### src/rtl/sppq_pkg.sv
// shared types and codes for the sorted priority queue
package sppq_pkg;

	localparam int unsigned VALUE_W = 32;
	localparam int unsigned RANK_W  = 16;

	// result codes
	typedef enum logic [1:0] {
		STATUS_INSERTED  = 2'd0,
		STATUS_REMOVED   = 2'd1,
		STATUS_UNDERFLOW = 2'd2,
		STATUS_OVERFLOW  = 2'd3
	} status_t;

	// request codes
	typedef enum logic {
		ACTION_INSERT = 1'b0,
		ACTION_REMOVE = 1'b1
	} action_t;

	// contents and insert decision of one cell as seen by its neighbors
	typedef struct packed {
		logic                     valid;
		logic                     keep;
		logic        [VALUE_W-1:0] value;
		logic signed [RANK_W-1:0]  rank;
	} cell_t;

	// operation broadcast to every cell, already gated by full and empty
	typedef struct packed {
		logic                     insert;
		logic                     remove;
		logic        [VALUE_W-1:0] value;
		logic signed [RANK_W-1:0]  rank;
	} op_t;

endpackage

### src/rtl/sppq_cell.sv
// one slot of the sorted queue: holds an entry and trades it with its neighbors
module sppq_cell
	import sppq_pkg::*;
(
	input  logic  clk,
	input  logic  arst_n,
	input  op_t   op,
	input  cell_t left,
	input  cell_t right,
	output cell_t own
);

	logic                      valid_q;
	logic         [VALUE_W-1:0] value_q;
	logic signed  [RANK_W-1:0]  rank_q;
	logic                      keep;

	// an entry of higher or equal priority stays put on insert
	assign keep = valid_q && (rank_q >= op.rank);

	assign own.valid = valid_q;
	assign own.keep  = keep;
	assign own.value = value_q;
	assign own.rank  = rank_q;

	// occupancy bit
	always_ff @(posedge clk or negedge arst_n) begin
		if (!arst_n) begin
			valid_q <= 1'b0;
		end else if (op.remove) begin
			valid_q <= right.valid;
		end else if (op.insert && !keep) begin
			valid_q <= left.keep ? 1'b1 : left.valid;
		end
	end

	// entry payload: shift toward the head on remove, away on insert
	always_ff @(posedge clk) begin
		if (op.remove) begin
			value_q <= right.value;
			rank_q  <= right.rank;
		end else if (op.insert && !keep) begin
			if (left.keep) begin
				value_q <= op.value;
				rank_q  <= op.rank;
			end else begin
				value_q <= left.value;
				rank_q  <= left.rank;
			end
		end
	end

endmodule

### src/rtl/sorted_priority_queue.sv
// top level of the sorted priority queue: cell row, request decode and result register
// The queue holds up to DEPTH entries in a row of cells kept sorted by descending
// priority, equal priorities in arrival order. Every input word (tuser 0 insert,
// 1 remove) yields exactly one result word, so a new word is accepted every cycle
// unless the result register still holds an untaken word. The whole row shifts at
// once when a word is taken, one neighbor step per cell; the head cell feeds the
// remove result. An insert into a full queue reports overflow, a remove on an
// empty queue reports underflow; both leave the contents unchanged.
module sorted_priority_queue
	import sppq_pkg::*;
#(
	parameter int unsigned DEPTH = 16
) (
	input  logic        clk,
	input  logic        arst_n,
	input  logic        s_tvalid,
	output logic        s_tready,
	input  logic [47:0] s_tdata,   // item_value [31:0], item_rank [47:32]
	input  logic        s_tuser,   // action [0]
	output logic        m_tvalid,
	input  logic        m_tready,
	output logic [47:0] m_tdata,   // out_value [31:0], out_rank [47:32]
	output logic [1:0]  m_tuser    // status [1:0]
);

	cell_t   cells [DEPTH];
	cell_t   lefts [DEPTH];
	cell_t   rights[DEPTH];
	op_t     op;
	logic    take;
	logic    is_remove;
	logic    full;
	logic    empty;
	status_t status;
	logic    m_tvalid_q;
	logic [47:0] m_tdata_q;
	status_t m_tuser_q;

	assign s_tready  = !m_tvalid_q || m_tready;
	assign take      = s_tvalid && s_tready;
	assign is_remove = (action_t'(s_tuser) == ACTION_REMOVE);
	assign full      = cells[DEPTH-1].valid;
	assign empty     = !cells[0].valid;

	// request decode, gated so a dropped request leaves the row alone
	always_comb begin
		op.insert = take && !is_remove && !full;
		op.remove = take && is_remove && !empty;
		op.value  = s_tdata[VALUE_W-1:0];
		op.rank   = s_tdata[VALUE_W+RANK_W-1:VALUE_W];
		if (is_remove) begin
			status = empty ? STATUS_UNDERFLOW : STATUS_REMOVED;
		end else begin
			status = full ? STATUS_OVERFLOW : STATUS_INSERTED;
		end
	end

	// row of cells with head on the left
	for (genvar i = 0; i < DEPTH; i++) begin : g_cell
		if (i == 0) begin : g_head
			assign lefts[i] = '{valid: 1'b1, keep: 1'b1, value: '0, rank: '0};
		end else begin : g_mid
			assign lefts[i] = cells[i-1];
		end
		if (i == DEPTH - 1) begin : g_tail
			assign rights[i] = '{valid: 1'b0, keep: 1'b0, value: '0, rank: '0};
		end else begin : g_body
			assign rights[i] = cells[i+1];
		end
		sppq_cell u_cell (
			.clk   (clk),
			.arst_n(arst_n),
			.op    (op),
			.left  (lefts[i]),
			.right (rights[i]),
			.own   (cells[i])
		);
	end

	// result word valid
	always_ff @(posedge clk or negedge arst_n) begin
		if (!arst_n) begin
			m_tvalid_q <= 1'b0;
		end else if (s_tready) begin
			m_tvalid_q <= s_tvalid;
		end
	end

	// result word payload
	always_ff @(posedge clk) begin
		if (take) begin
			m_tuser_q <= status;
			if (op.remove) begin
				m_tdata_q <= {cells[0].rank, cells[0].value};
			end else begin
				m_tdata_q <= '0;
			end
		end
	end

	assign m_tvalid = m_tvalid_q;
	assign m_tdata  = m_tdata_q;
	assign m_tuser  = m_tuser_q;

endmodule
### config.mk
export PLATFORM = sky130hd
export DESIGN_NAME = sorted_priority_queue
export DESIGN_NICKNAME = d
export VERILOG_FILES = /design/src/rtl/sppq_pkg.sv /design/src/rtl/sppq_cell.sv /design/src/rtl/sorted_priority_queue.sv
export SDC_FILE = /design/constraint.sdc
export NUM_CORES = 2
export LEC_CHECK = 0
export BUFFER_PORTS_ARGS = -buffer_cell sky130_fd_sc_hd__buf_2
export CAP_MARGIN = 20
export CORE_ASPECT_RATIO = 0.5
export CORE_MARGIN = 2
export CORE_UTILIZATION = 40
export CTS_CLUSTER_SIZE = 40
export DETAILED_ROUTE_END_ITERATION = 10
export PLACE_DENSITY = 0.62
export SLEW_MARGIN = 20
export SYNTH_ARGS = -nofsm -noshare
export SYNTH_HDL_FRONTEND = slang
export SYNTH_HIERARCHICAL = 1
export SYNTH_SLANG_ARGS = --single-unit
### constraint.sdc
create_clock -name clk -period 5.35 [get_ports clk]
set_input_delay 0.535 -clock clk [delete_from_list [all_inputs] [get_ports clk]]
set_output_delay 0.535 -clock clk [all_outputs]
set_load 0.02 [all_outputs]
==> metrics.yaml <==
outcome:
  outcome: "complete, no violations"
clocking:
  cts_max_level: 3
  ctsResizeCount: 0
  cts_tree: "yes"
  clock-root-buffer: "clkbuf_16"
  clkLatencyLatePin_ps: 680
  cts.clk_slew.worst_paths_ps: 60
  cts_buffers: 85
  cts.sinks: 835
  cts_setup_buffers: 0
  cts_buffer_depth: 3
  hold_buffers: 1
critical_path:
  worstSetupPathType: "register to register"
  rr_endpoint: "g_cell[9].u_cell/value_q[5]"
  rr_startpoint: "g_cell[8].u_cell/rank_q[15]"
  worstPathMaxFanout: 39
  crit_start: "g_cell[8].u_cell/rank_q[15]"
  endpoint: "g_cell[9].u_cell/value_q[5]"
  r2r_cells: 10
  reg2reg_slack_ps: 1820
  crit_arrival_ps: 3950
  start_kind: "register"
  cp.required_ps: 5770
  end_kind: "register"
layout:
  synthToLayoutAreaGrowth_pct: 10.8
  final_nets: 4981
  final_common_cell: "nand2_1"
  nFillCells: 11200
  drive_gt1_frac: 0.0876
  final_cell_mix: "834 x nand2_1, 818 x edfxtp_1, 817 x o21ai_0"
  final_area_um2: 54400
global_route:
  antenna_found_initial: 17
  grt_max_degree: 186
  grt_use_total: 0.208
  grt_pass1_vias: 33700
  grt_pass1_wl_um: 204000
  gr-total-overflow: 0
route:
  drcViolationCount: 0
  wire_per_inst_um: 20.9
  drtIter0Drc: 4098
  wirelength_um: 133000
  dr.pass1.iters: 6
  vias: 35000
  antenna_left: 0
  vias_per_cell: 5.51
hold_path:
  hold_class: "input port to register"
  min_path_cells: 3
die:
  die_h_um: 252
  design.die.area_um2: 126000
  pin_count: 105
  die_x_um: 500
  coreArea_um2: 121000
  initial_core_util: 0.406
  rows: 90
timing:
  max_slew_margin: 0.363
  hold_violations: 0
  max_clock_freq_ghz: 0.283
  setup_viol_count_final: 0
  worst_pin_slew_ps: 956
  period_share: 0.660
  fin_crit_ps: 3530
  drv_slew: 0
  skew_ps: 29.3
  finalSetupTns_ps: 0
  rsz0062_at_grt: "no"
placement:
  place_hpwl_um: 90500
  globalplace.congestion: 0.865
  post_dp_cell_area_um2: 51900
  portBuffers: 104
power:
  leakagePower_nw: 20.2
  ir_drop_mv: 0.355
  power_density_nw_per_um2: 436
flow_run:
  cap_violations: 0
synth:
  postSynthAreaPerCell_um2: 10.7
  synth-warning-count: 6
  synthCells: 4609
  synth_area_um2: 49100
where the power goes:
group | internal, W | leakage (nW) | switching (W)
Sequential | 0.00925 | 7.74 | 0.000843
Clock | 0.00297 | 1.22 | 0.00263
Combinational | 0.00314 | 11.3 | 0.00487
Total | 0.0154 | 20.2 | 0.00835
worst max-delay path, stage by stage (launching register included):
cell and delay (ps):
edfxtp_1 450, ha_1 370, nand4_2 160, nor4_2 430, a21bo_1 270, nand4_1 120, mux2i_1 160, nor2b_4 460
buf_12 350, mux2i_1 300, o21ai_0 100
stage by stage:
| step | setup WS (ps) | power (W) | utilization | hold slack, ps | std cells |
|---|---|---|---|---|---|
| 6_report | 1820 | 0.0237 | 0.449 | 482 | 6363 |
| 5_1_grt | 1630 | 0.0249 | 0.449 | 470 | 6359 |
| 4_1_cts | 1820 | 0.0238 | 0.449 | 427 | 6347 |
| 3_5_place_dp | 1180 | 0.0182 | 0.428 | 518 | 6194 |
| 3_3_place_gp | 1230 | 0.0179 | 0.428 | 508 | 6194 |
| 2_1_floorplan | 767 | 0.0157 | - | 239 | 4706 |
per-layer routing:
metal  wire (um)  GRT usage
met5          13          0
met4        3000     0.0529
met3       10700     0.0406
met2       53900      0.292
met1       65700      0.322
registers in the layout (all words and copies together), names as in the netlist:
register               cells
g_cell.u_cell/valid_q     16
m_tuser                    2
m_tdata                   48
g_cell.u_cell/value_q    512
g_cell.u_cell/rank_q     256
m_tvalid                   1
final cells by class:
cell class / count / area [um2] / area share
clock inverter: 45 / 251 / 0.00462
inverter: 274 / 1030 / 0.0189
multi-input combinational: 3276 / 22200 / 0.408
timing repair buffer: 200 / 1640 / 0.0302
clock buffer: 107 / 2240 / 0.0412
tap: 1610 / 2010 / 0.0370
sequential: 835 / 25000 / 0.459
antenna: 16 / 40.0 / 0.000735
worst min path at each step:
stage,start,end
2_1_floorplan,arst_n,g_cell[0].u_cell/valid_q
6_report,s_tdata[8],g_cell[12].u_cell/value_q[8]
4_1_cts,s_tdata[8],g_cell[12].u_cell/value_q[8]
5_1_grt,s_tdata[8],g_cell[12].u_cell/value_q[8]
3_3_place_gp,g_cell[15].u_cell/value_q[17],g_cell[14].u_cell/value_q[17]
3_5_place_dp,g_cell[15].u_cell/value_q[9],g_cell[14].u_cell/value_q[9]
(Power assumes the default switching activity.)
